[config.mk]
export PLATFORM = sky130hd
export DESIGN_NAME = ppcfc_sat_add
export DESIGN_NICKNAME = d
export VERILOG_FILES = /design/src/ppcfc_pkg.sv /design/src/ppcfc_sat_add.sv
export SDC_FILE = /design/constraint.sdc
export NUM_CORES = 1
export LEC_CHECK = 0
export BUFFER_PORTS_ARGS = -buffer_cell sky130_fd_sc_hd__buf_2
export CAP_MARGIN = 20
export CORE_MARGIN = 3
export CORE_UTILIZATION = 30
export DETAILED_ROUTE_END_ITERATION = 10
export PLACE_DENSITY = 0.5
export SYNTH_ARGS = -nofsm -noshare
export SYNTH_HDL_FRONTEND = slang
export SYNTH_SLANG_ARGS = --single-unit
[constraint.sdc]
create_clock -name vclk -period 7
set_input_delay 1.05 -clock vclk [all_inputs]
set_output_delay 1.05 -clock vclk [all_outputs]
set_load 0.005 [all_outputs]
[src/ppcfc_pkg.sv]
// Package for the per-peer credit flow control block.
// Holds action and kind codes, field widths and register reset values.
// No dependencies.
package ppcfc_pkg;

    localparam int KIND_W   = 3;
    localparam int AMOUNT_W = 20;
    localparam int TAG_W    = 16;
    localparam int MASK_W   = 16;
    localparam int PEER_W   = 4;
    localparam int ACT_W    = 3;
    localparam int CREDIT_W = 32;
    localparam int OVH_W    = 12;
    localparam int CFG_IDX_W = 2;
    localparam int MAX_RESULTS = 16;

    localparam int DEF_MEMBERS     = 16;
    localparam int DEF_QUEUE_DEPTH = 16;

    localparam logic [AMOUNT_W-1:0] INIT_WINDOW_RST = AMOUNT_W'(128 * 1024);
    localparam logic [AMOUNT_W-1:0] ACK_THRESH_RST  = AMOUNT_W'(64 * 1024);
    localparam logic [OVH_W-1:0]    OVERHEAD_RST    = OVH_W'(128);

    localparam logic [KIND_W-1:0] KIND_SEND   = 3'd0;
    localparam logic [KIND_W-1:0] KIND_DATA   = 3'd1;
    localparam logic [KIND_W-1:0] KIND_ACK    = 3'd2;
    localparam logic [KIND_W-1:0] KIND_FAIL   = 3'd3;
    localparam logic [KIND_W-1:0] KIND_REINIT = 3'd4;

    localparam logic [ACT_W-1:0] ACT_SEND    = 3'd0;
    localparam logic [ACT_W-1:0] ACT_QUEUED  = 3'd1;
    localparam logic [ACT_W-1:0] ACT_DROP    = 3'd2;
    localparam logic [ACT_W-1:0] ACT_DELIVER = 3'd3;
    localparam logic [ACT_W-1:0] ACT_ACK     = 3'd4;
    localparam logic [ACT_W-1:0] ACT_RELEASE = 3'd5;
    localparam logic [ACT_W-1:0] ACT_DONE    = 3'd6;

    localparam logic [CFG_IDX_W-1:0] REG_INIT_WINDOW = 2'd0;
    localparam logic [CFG_IDX_W-1:0] REG_ACK_THRESH  = 2'd1;
    localparam logic [CFG_IDX_W-1:0] REG_OVERHEAD    = 2'd2;

    localparam logic signed [CREDIT_W-1:0] CREDIT_MAX = 32'sh7fff_ffff;
    localparam logic signed [CREDIT_W-1:0] CREDIT_MIN = 32'sh8000_0000;

    typedef struct packed {
        logic [ACT_W-1:0]    action;
        logic [PEER_W-1:0]   peer;
        logic [TAG_W-1:0]    tag;
        logic [AMOUNT_W-1:0] amount;
        logic                last;
    } result_t;

endpackage

[src/ppcfc_sat_add.sv]
// Shared saturating 32-bit signed adder used for all credit updates.
// Depends on ppcfc_pkg.
module ppcfc_sat_add
    import ppcfc_pkg::*;
(
    input  logic signed [CREDIT_W-1:0] a,
    input  logic signed [CREDIT_W:0]   b,
    output logic signed [CREDIT_W-1:0] sum
);
    logic signed [CREDIT_W+1:0] wide;

    always_comb begin
        wide = {{2{a[CREDIT_W-1]}}, a} + {b[CREDIT_W], b};
        if (wide > (CREDIT_W+2)'(CREDIT_MAX)) begin
            sum = CREDIT_MAX;
        end else if (wide < $signed({{2{1'b1}}, CREDIT_MIN})) begin
            sum = CREDIT_MIN;
        end else begin
            sum = wide[CREDIT_W-1:0];
        end
    end
endmodule

# After elaboration in Yosys (flattened, before gate mapping)
# Index checks and enable logic that the tools add are counted.
[classes]
addsub = 1
n_lt_le_gt_ge = 2
mux = 2
[op_table]
columns = ["operator", "count"]
rows = [
  ["two-way mux 32 bit", 2],
  ["adder 32 x 33 -> 34 bit", 1],
  ["> comparator 34 x 32 -> 1 bit (second input constant)", 1],
  ["< comparator 34 x 32 -> 1 bit (second input constant)", 1],
]
[word_totals]
reg_bits = 0
out_inout_bits = 32
wordCells = 5

# Logic depth before layout (Yosys ltp)
# Gate-level depths: netlist (run 1).
[logic_depth]
depth_word = 4
depth_mapped = 12
ltp_nobuf = 11

# Least setup slack after synthesis (run 1)
# Ideal clock, no wire load.
[synth_path]
path_type = "in2out"
start = "input port a[13]"
end = "output port sum[13]"
t_arrival_ps = 3148
required_ps = 5950
setup_slack_ps = 2802
path_stages = 11
n_path_buf = 2
path_cell_list = "ha_1 buf_6 a21oi_4 nand2_1 a2111oi_4 a31oi_1 nand2b_4 a311oi_2 a211oi_2 buf_6 o21ai_1"
[synth_between]
elab_chain_len = 4
[synth_lines]
columns = ["item", "line_no", "source"]
rows = [
  ["start, declared", "ppcfc_sat_add.sv:6", "input logic signed [CREDIT_W-1:0] a,"],
  ["adder 32 x 33 -> 34 bit (*)", "ppcfc_sat_add.sv:13", "wide = {{2{a[CREDIT_W-1]}}, a} + {b[CREDIT_W], b};"],
  ["< comparator 34 x 32 -> 1 bit", "ppcfc_sat_add.sv:16", "end else if (wide < $signed({{2{1'b1}}, CREDIT_MIN})) begin"],
  ["two-way mux 32 bit", "ppcfc_sat_add.sv:16", ""],
  ["two-way mux 32 bit (*)", "ppcfc_sat_add.sv:14", "if (wide > (CREDIT_W+2)'(CREDIT_MAX)) begin"],
  ["end, declared", "ppcfc_sat_add.sv:8", "output logic signed [CREDIT_W-1:0] sum"],
]
# Every way passes the cells marked *; elsewhere a longest branch is shown, timed or not.

# Final worst setup path (run 1)
[layout_path]
start = "input port a[8]"
end = "output port sum[20]"
# The elaborated chain is that of the path after synthesis.

==> metrics.cfg, run 1 <==
[route]
vias=2639
ant_nets=0
route.detailed.drc=0
routedWlPerCell_um=13.7
via_per_inst=5.22
first_pass_iters=4
drt_iter0_drc=116
routed_wl_mm=6.93

[sta]
slew_headroom_pct=48.5
setup_tns_ns=0
hold_viol=0
max_freq_mhz=193
rsz0062_at_grt=false
drv_slew=0
setup_violations=0
worstMarginPinSlew_ns=0.773
post-route-period-util_pct=74.1
period_minus_slack_ns=5.19

[yosys]
synth-seq-area-share_pct=0
yosys.cell_count.top_type=a21oi_1
synth_warnings=0
synth_area_per_cell_um2=7.01
ys_top_cells_by_count=a21oi_1 (34), ha_1 (33), nand2_1 (32), nor2_1 (24), o21ai_2 (18)
yosys.area.top_type=ha_1
syn_inst=328
synth.distinct_cells=56
syn_nets=427
netlist_area_um2=2300
synthTopCellsByArea=ha_1 (18%), a21oi_1 (7.4%), o21ai_2 (6.9%)
synth_top_cell_area_share_pct=18.0

[finish]
n_clock_buffer=0
fin_util_pct=38.3
drive_gt1_share_pct=32.2
design.seq.count=0
final_nets=508
insertedDiodeCount=0
syn_to_final_growth_pct=22.1
regArea_um2=0

[cts]
cts_resized=0
postCtsSetupBuffers=0
cts_hold_buf=0

[global_route]
grt_usage_pct=15.5
antenna_found_initial=0
grt_max_degree=17
grt_pass1_vias=2559
grt_pass1_wl_mm=11.7
grt-ovfl-total=0

[hold_path]
hp-class=in -> out

[floorplanning]
start_util_pct=31.4
ios=97
die_h_um=93.6
die-area_um2=8750
die_w_um=93.6
fp-row-count=31
core_um2=7330

[setup_path]
crit_path_start=a[8]
crit_path_end_kind=output pin
cp_max_fo=14
crit_path_start_kind=input port
crit_type=in -> out
setup.worst_path.end=sum[20]
required_ns=5.95
worstPathArrival_ns=4.14

[power]
p_leak_nw=1.27
ir_worst_vdd_uv=50.1
fin_total_pwr_mw=0.356
p_per_area_nw_per_um2=127

[job]
maxCapViolCount=0

[place]
gp_congestion=0.822
hpwl_mm=5.97
port_buffers=97

[run_status]
outcome=complete, no violations

worst min path at each step:
stage / end / depth (start not counted) / from / slack, ns
after floorplan: sum[0] / 3 / b[0] / 2.36
after global placement: sum[0] / 5 / b[0] / 2.58
after detailed placement: sum[0] / 5 / b[0] / 2.57
after CTS: sum[0] / 5 / b[0] / 2.57
after global routing: sum[0] / 5 / b[0] / 2.66
final: sum[0] / 5 / b[0] / 2.58
layer usage:
layer	track usage [%]	share of wire, %	up-vias
li1	-	-	1380
met1	22.4	49	1190
met2	26.6	45	67
met3	0.885	5.6	2
met4	0.361	0.22	0
met5	0	0	-
where the power goes:
part	switching [mW]	total, mW	internal, mW
logic	0.201	0.356	0.155
clock network	0	0	0
registers	0	0	0
stage by stage:
stage / hold WS [ns] / worst slack, ns / instance area [µm²] / instances
floorplan: 2.36 / 2.80 / 2300 / 328
global placement: 2.58 / 1.86 / 2810 / 506
CTS: 2.57 / 1.80 / 2810 / 506
finish: 2.58 / 1.81 / 2810 / 506
detailed placement: 2.57 / 1.82 / 2810 / 506
global route: 2.66 / 1.44 / 2810 / 506
cell usage in the layout (no fill, tap or decap), drive strengths merged, types with 2 or more instances in the layout:
cell type / instances
nor2b: 2
inv: 12
a211oi: 3
and4: 2
o31ai: 3
a31oi: 6
xnor2: 16
a41oi: 2
o21a: 3
nand3: 3
buf: 101
o221ai: 2
o211ai: 7
o22ai: 4
nand4: 9
nand2: 33
nor3: 8
nor4: 2
nor2: 24
o21bai: 4
a21o: 11
o21ai: 48
a2111oi: 3
a21oi: 36
ha: 33
a311oi: 2
xor2: 12
nand2b: 6
kinds of logic (layout without fill, tap and decap cells):
| group | after synthesis | after routing | synth area share, % |
|---|---|---|---|
| adders and majority gates | 34 | 34 | 18.8 |
| xor gates and xnor gates | 28 | 28 | 10.7 |
| muxes | 1 | 1 | 0.435 |
| buffers and inverters | 34 | 113 | 8.27 |
| and+or+nand+nor | 93 | 93 | 20.3 |
| AOI/OAI and AO/OA | 138 | 138 | 41.5 |
worst max-delay path, cell delays in order:
cell and delay, ns:
buf_2 0.10, ha_1 0.38, a21oi_1 0.29, o21ai_0 0.14, a21oi_1 0.34, o21ai_1 0.18
a31oi_1 0.26, nor3_1 0.17, o22ai_2 0.65, buf_4 0.33, o31ai_1 0.11, buf_2 0.14
final cells by class:
class                           count  area (µm²)
Multi-Input combinational cell    294        2120
Inverter                           12        45.0
Tap cell                           99         124
Fill cell                         835        4520
Timing Repair Buffer              101         515
(Power assumes the default switching activity.)
==> inputs of run 2 (changes only) <==
--- a/config.mk
+++ b/config.mk
@@ -5,12 +5,13 @@
 export SDC_FILE = /design/constraint.sdc
 export NUM_CORES = 1
 export LEC_CHECK = 0
+export ABC_AREA = 1
 export BUFFER_PORTS_ARGS = -buffer_cell sky130_fd_sc_hd__buf_2
 export CAP_MARGIN = 20
 export CORE_MARGIN = 3
 export CORE_UTILIZATION = 30
 export DETAILED_ROUTE_END_ITERATION = 10
-export PLACE_DENSITY = 0.5
+export PLACE_DENSITY = 0.51
 export SYNTH_ARGS = -nofsm -noshare
 export SYNTH_HDL_FRONTEND = slang
 export SYNTH_SLANG_ARGS = --single-unit
==> constraint.sdc (replaced) <==
create_clock -name vclk -period 4.75
set_input_delay 0.7125 -clock vclk [all_inputs]
set_output_delay 0.7125 -clock vclk [all_outputs]
set_load 0.005 [all_outputs]
==> metrics.cfg, run 2 <==
[power]
seqPwrFrac_pct=0  ; about the same
p_int_mw=0.208  ; was 0.155 mW
p_comb_share_pct=100.0  ; about the same
p_sw_mw=0.318  ; was 0.201 mW
p_sw_share_pct=60.4  ; was 56.5%
p_leak_nw=1.98  ; was 1.27 nW
fin_total_pwr_mw=0.526  ; was 0.356 mW
ir_worst_vdd_uv=58.1  ; was 50.1 µV
pwr-share-clk_pct=0  ; about the same
p_per_area_nw_per_um2=165  ; was 127 nW/µm²

[floorplanning]
die-area_um2=9960  ; was 8750 µm²
ios=97  ; unchanged
core_um2=8380  ; was 7330 µm²
die_w_um=99.8  ; was 93.6 µm
fp-row-count=33  ; was 31
die_h_um=99.8  ; was 93.6 µm
start_util_pct=31.5  ; was 31.4%

[sta]
setup_violations=0  ; unchanged
whs_ns=1.80  ; was 2.58 ns
rsz0062_at_grt=false  ; unchanged
period_minus_slack_ns=3.63
hold_viol=0  ; unchanged
max_freq_mhz=276
slew_headroom_pct=73.9  ; was 48.5%
post-route-period-util_pct=76.4
drv_slew=0  ; unchanged
worstMarginPinSlew_ns=0.389  ; was 0.773 ns
setup_tns_ns=0  ; unchanged

[route]
drt_iter0_drc=122  ; was 116
first_pass_iters=4  ; unchanged
vias=3250  ; was 2639
routed_wl_mm=8.34  ; was 6.93 mm
routedWlPerCell_um=11.7  ; was 13.7 µm
ant_nets=0  ; unchanged
via_per_inst=4.58  ; was 5.22
route.detailed.drc=0  ; unchanged

[finish]
syn_to_final_growth_pct=20.8  ; was 22.1%
n_clock_buffer=0  ; unchanged
insertedDiodeCount=0  ; unchanged
regArea_um2=0  ; unchanged
final_nets=706  ; was 508
drive_gt1_share_pct=21.3  ; was 32.2%
layout_common_cells=nand2_1 (218), buf_2 (97), inv_1 (75)  ; was buf_2 (97), a21oi_1 (34), ha_1 (33)
final_common_cell=nand2_1  ; was buf_2
fin_area_um2=3190  ; was 2810 µm²
design.seq.count=0  ; unchanged

[global_route]
grt_usage_pct=16.1  ; was 15.5%
grt-ovfl-total=0  ; unchanged
grt_max_degree=32  ; was 17
grt_pass1_wl_mm=13.8  ; was 11.7 mm
antenna_found_initial=0  ; unchanged
grt_pass1_vias=3009  ; was 2559

[cts]
cts_hold_buf=0  ; unchanged
postCtsSetupBuffers=0  ; unchanged
cts_resized=0  ; unchanged

[yosys]
ys_top_cells_by_count=nand2_1 (218), inv_1 (75), nor2_1 (43), ha_1 (33), a21oi_1 (32)  ; was a21oi_1 (34), ha_1 (33), nand2_1 (32), nor2_1 (24), o21ai_2 (18)
synthTopCellsByArea=nand2_1 (31%), ha_1 (16%), inv_1 (11%)  ; was ha_1 (18%), a21oi_1 (7.4%), o21ai_2 (6.9%)
syn_nets=613  ; was 427
synth-seq-area-share_pct=0  ; unchanged
synth_area_per_cell_um2=5.13  ; was 7.01 µm²
synth_top_cell_area_share_pct=31.0  ; was 18.0%
yosys.cell_count.top_type=nand2_1  ; was a21oi_1
yosys.area.top_type=nand2_1  ; was ha_1
syn_inst=514  ; was 328
netlist_area_um2=2640  ; was 2300 µm²
synth_warnings=0  ; unchanged
synth.distinct_cells=31  ; was 56

[setup_path]
cp_max_fo=31  ; was 14
worstPathCellList=buf_2 -> ha_1 -> inv_1 -> fa_1 -> inv_1 -> nand2_1 -> nand2_1 -> nand3b_1 -> nand2_2 -> nand2_1 -> nand2_2 -> nand2_1 -> nand3_1 -> nand4_1 -> nand2_4 -> nand2_1 -> buf_2  ; was buf_2 -> ha_1 -> a21oi_1 -> o21ai_0 -> a21oi_1 -> o21ai_1 -> a31oi_1 -> nor3_1 -> o22ai_2 -> buf_4 -> o31ai_1 -> buf_2
crit_path_max_incr_delay_ns=0.39  ; was 0.65 ns
worstPathArrival_ns=2.92  ; was 4.14 ns
crit_path_start_kind=input port  ; unchanged
crit_path_end_kind=output pin  ; unchanged
critPathSlowestCell=fa_1  ; was o22ai_2
crit_type=in -> out  ; unchanged
required_ns=4.04  ; was 5.95 ns
path_common_cell=nand2_1

[place]
dpl-instance-area_um2=3190  ; was 2810 µm²
port_buffers=97  ; unchanged
gp_congestion=0.849  ; was 0.822
hpwl_mm=7.33  ; was 5.97 mm

[run_status]
outcome=complete, no violations  ; unchanged

[job]
maxCapViolCount=0  ; unchanged

[hold_path]
hp-class=in -> out  ; unchanged

-- run 2: changes by cell type in the layout (fill, tap and decap cells not counted), sizes merged, moves of 5 or more --
cell | before | now
nand3 | 3 | 22
a31oi | 6 | 1
nand2b | 6 | 0
inv | 12 | 77
xnor2 | 16 | 3
o21ai | 48 | 7
nand4 | 9 | 3
nor2 | 24 | 47
a21o | 11 | 2
o211ai | 7 | 1
nand2 | 33 | 238
-- run 2: metal layers --
layer,wire (µm),share of wire (%),up-vias,global-route usage (%)
met5,0,0,-,0
met4,0,0,0,0
met3,385,4.6,0,0.139
met2,3780,45,70,27.0
met1,4180,50,1395,24.5
li1,-,-,1785,-
-- run 2: final timing paths --
kind	from	to	slack (ns)	cells past startpoint
max	a[0]	sum[13]	1.12	17
min	b[0]	sum[0]	1.80	5
-- run 2: area by class of cell --
type               count  area, µm²
fillers              995       5190
repair buffers        97        485
multi-input cells    431       2280
inverters             77        289
well taps            105        131
-- run 2: kinds of logic after synthesis --
family / Yosys count / synth area share, %
XOR/XNOR: 19 / 6.31
buffers and inverters: 83 / 13.5
adder cells (fa/ha/maj): 34 / 16.4
AO/OA/AOI/OAI: 56 / 12.4
AND/OR/NAND/NOR: 322 / 51.4
-- run 2: power groups by stage --
stage                     clock (mW)  sequential, mW  combinational (mW)
after detailed placement           0               0               0.531
final                              0               0               0.526
after global routing               0               0               0.602
after CTS                          0               0               0.534
after floorplan                    0               0               0.368
after global placement             0               0               0.529
-- run 2: per-stage QoR --
| step | cells | setup WS [ns] | util [%] |
|---|---|---|---|
| floorplan | 514 | 1.68 | - |
| global placement | 710 | 1.17 | 38.0 |
| detailed placement | 710 | 1.09 | 38.0 |
| CTS | 710 | 1.09 | 38.0 |
| global route | 710 | 0.834 | 38.0 |
| finish | 710 | 1.12 | 38.0 |
-- run 2: critical path, delay by kind of cell --
family	cells	cell delay (ns)
buffers and inverters	4	0.36
and+or+nand+nor	11	1.26
adders and majority gates	2	0.59
==> inputs of run 3 (changes only) <==
--- a/config.mk
+++ b/config.mk
@@ -5,13 +5,13 @@
 export SDC_FILE = /design/constraint.sdc
 export NUM_CORES = 1
 export LEC_CHECK = 0
-export ABC_AREA = 1
+export ABC_AREA = 0
 export BUFFER_PORTS_ARGS = -buffer_cell sky130_fd_sc_hd__buf_2
 export CAP_MARGIN = 20
 export CORE_MARGIN = 3
 export CORE_UTILIZATION = 30
 export DETAILED_ROUTE_END_ITERATION = 10
-export PLACE_DENSITY = 0.51
+export PLACE_DENSITY = 0.52
 export SYNTH_ARGS = -nofsm -noshare
 export SYNTH_HDL_FRONTEND = slang
 export SYNTH_SLANG_ARGS = --single-unit
==> constraint.sdc (replaced) <==
create_clock -name vclk -period 3.23
set_input_delay 0.4845 -clock vclk [all_inputs]
set_output_delay 0.4845 -clock vclk [all_outputs]
set_load 0.005 [all_outputs]
==> metrics.cfg, run 3 (synthesis results as in run 1) <==
[sta]
hold_viol=0  ; unchanged
period_minus_slack_ns=3.42
fin_ws_ns=-0.194  ; was 1.12 ns
setup_violations=31  ; was 0
max_freq_mhz=292
slew_headroom_pct=73.5  ; was 73.9%
setup_tns_ns=-4.71  ; was 0 ns
worstMarginPinSlew_ns=0.395  ; was 0.389 ns
rsz0062_at_grt=true  ; was false
post-route-period-util_pct=106
drv_slew=0  ; unchanged

[global_route]
grt.busiest_layer=met2  ; unchanged
grt_pass1_vias=3009  ; unchanged
antenna_found_initial=0  ; unchanged
globalRouteMet3Util_pct=0.0805  ; was 0.139%
grt_pass1_wl_mm=13.8  ; about the same
grt-ovfl-total=0  ; unchanged
grt_max_degree=20  ; was 32
grt_usage_pct=18.6  ; was 16.1%
use_met1_pct=25.9  ; was 24.5%
grt_use_met2_pct=33.8  ; was 27.0%

[finish]
final_nets=629  ; was 706
n_clock_buffer=0  ; unchanged
final_common_cell=buf_4  ; was nand2_1
syn_to_final_growth_pct=95.6  ; was 20.8%
drive_gt1_share_pct=61.0  ; was 21.3%
n_fill_cell=665  ; was 995
layout_common_cells=buf_4 (111), buf_2 (86), nand2_1 (29)  ; was nand2_1 (218), buf_2 (97), inv_1 (75)
regArea_um2=0  ; unchanged
design.seq.count=0  ; unchanged
insertedDiodeCount=0  ; unchanged
fin_util_pct=61.4  ; was 38.0%

[power]
p_per_area_nw_per_um2=273  ; was 165 nW/µm²
ir_worst_vdd_uv=111  ; was 58.1 µV
p_leak_nw=1.96  ; was 1.98 nW

[floorplanning]
core_um2=7330  ; was 8380 µm²
fp-row-count=31  ; was 33
ios=97  ; unchanged
start_util_pct=31.4  ; was 31.5%
die_h_um=93.6  ; was 99.8 µm
die_w_um=93.6  ; was 99.8 µm
die-area_um2=8750  ; was 9960 µm²

[route]
ant_nets=0  ; unchanged
first_pass_iters=4  ; unchanged
route.detailed.drc=0  ; unchanged
vias=3171  ; was 3250
routedWlPerCell_um=14.2  ; was 11.7 µm
routed_wl_mm=8.93  ; was 8.34 mm
via_per_inst=5.06  ; was 4.58
drt_iter0_drc=123  ; was 122

[place]
hpwl_mm=6.90  ; was 7.33 mm
gp_congestion=0.889  ; was 0.849
port_buffers=97  ; unchanged
dp_slack_ns=-0.440  ; was 1.09 ns

[setup_path]
crit_type=in -> out  ; unchanged
crit_path_end_kind=output pin  ; unchanged
required_ns=2.75  ; was 4.04 ns
cp_max_fo=7  ; was 31
worstPathArrival_ns=2.94  ; was 2.92 ns
crit_path_start_kind=input port  ; unchanged

[run_status]
outcome=finished with violations  ; was complete, no violations
violations=setup timing

[cts]
cts_hold_buf=0  ; unchanged

[hold_path]
whs_path_depth=5  ; unchanged
hp-class=in -> out  ; unchanged

[job]
maxCapViolCount=0  ; unchanged

==> run 3: layout make-up <==
class	count	area, µm²	share of cell area, %
Tap cell	99	124	2.75
Timing Repair Buffer	222	1640	36.4
Multi-Input combinational cell	294	2690	59.8
Inverter	12	45.0	1.00
==> run 3: critical path, stage by stage <==
cell and delay, ns:
buf_2 0.10, ha_1 0.30, buf_4 0.17, a21o_1 0.20, a31oi_1 0.33, o211ai_1 0.22
a21oi_4 0.18, a311oi_4 0.06, buf_4 0.17, o22ai_4 0.28, buf_4 0.25, o21ai_2 0.07
buf_2 0.12
==> run 3: where the power goes <==
group	switching (mW)	total (mW)	internal (mW)
logic	0.577	1.23	0.650
clock network	0	0	0
registers	0	0	0
total	0.577	1.23	0.650
==> run 3: worst paths after layout <==
check | start | to | slack, ns
min | a[0] | sum[0] | 1.40
max | a[26] | sum[28] | -0.19
==> run 3: what timing repair did <==
action | CTS | global route
endpoints found under the hold margin | 0 | 0
setup endpoints to repair | 31 | 31
gates resized for setup | 76 | 40
cloned | 3 | 1
pin swaps | 39 | 12
buffers inserted | 15 | 7
==> run 3: metrics by stage <==
step | instance area [µm²] | instances | power [mW] | hold WS, ns
finish | 4500 | 627 | 1.23 | 1.40
global route | 4500 | 627 | 1.33 | 1.44
CTS | 4220 | 620 | 1.15 | 1.41
detailed placement | 3560 | 603 | 0.949 | 1.41
global placement | 3560 | 603 | 0.945 | 1.40
floorplan | 2300 | 328 | 0.530 | 1.23
==> run 3: layer usage <==
metal | wire [µm] | vias to the layer above
li1 | - | 1629
met1 | 4060 | 1461
met2 | 4450 | 73
met3 | 334 | 8
met4 | 87 | 0
met5 | 0 | -
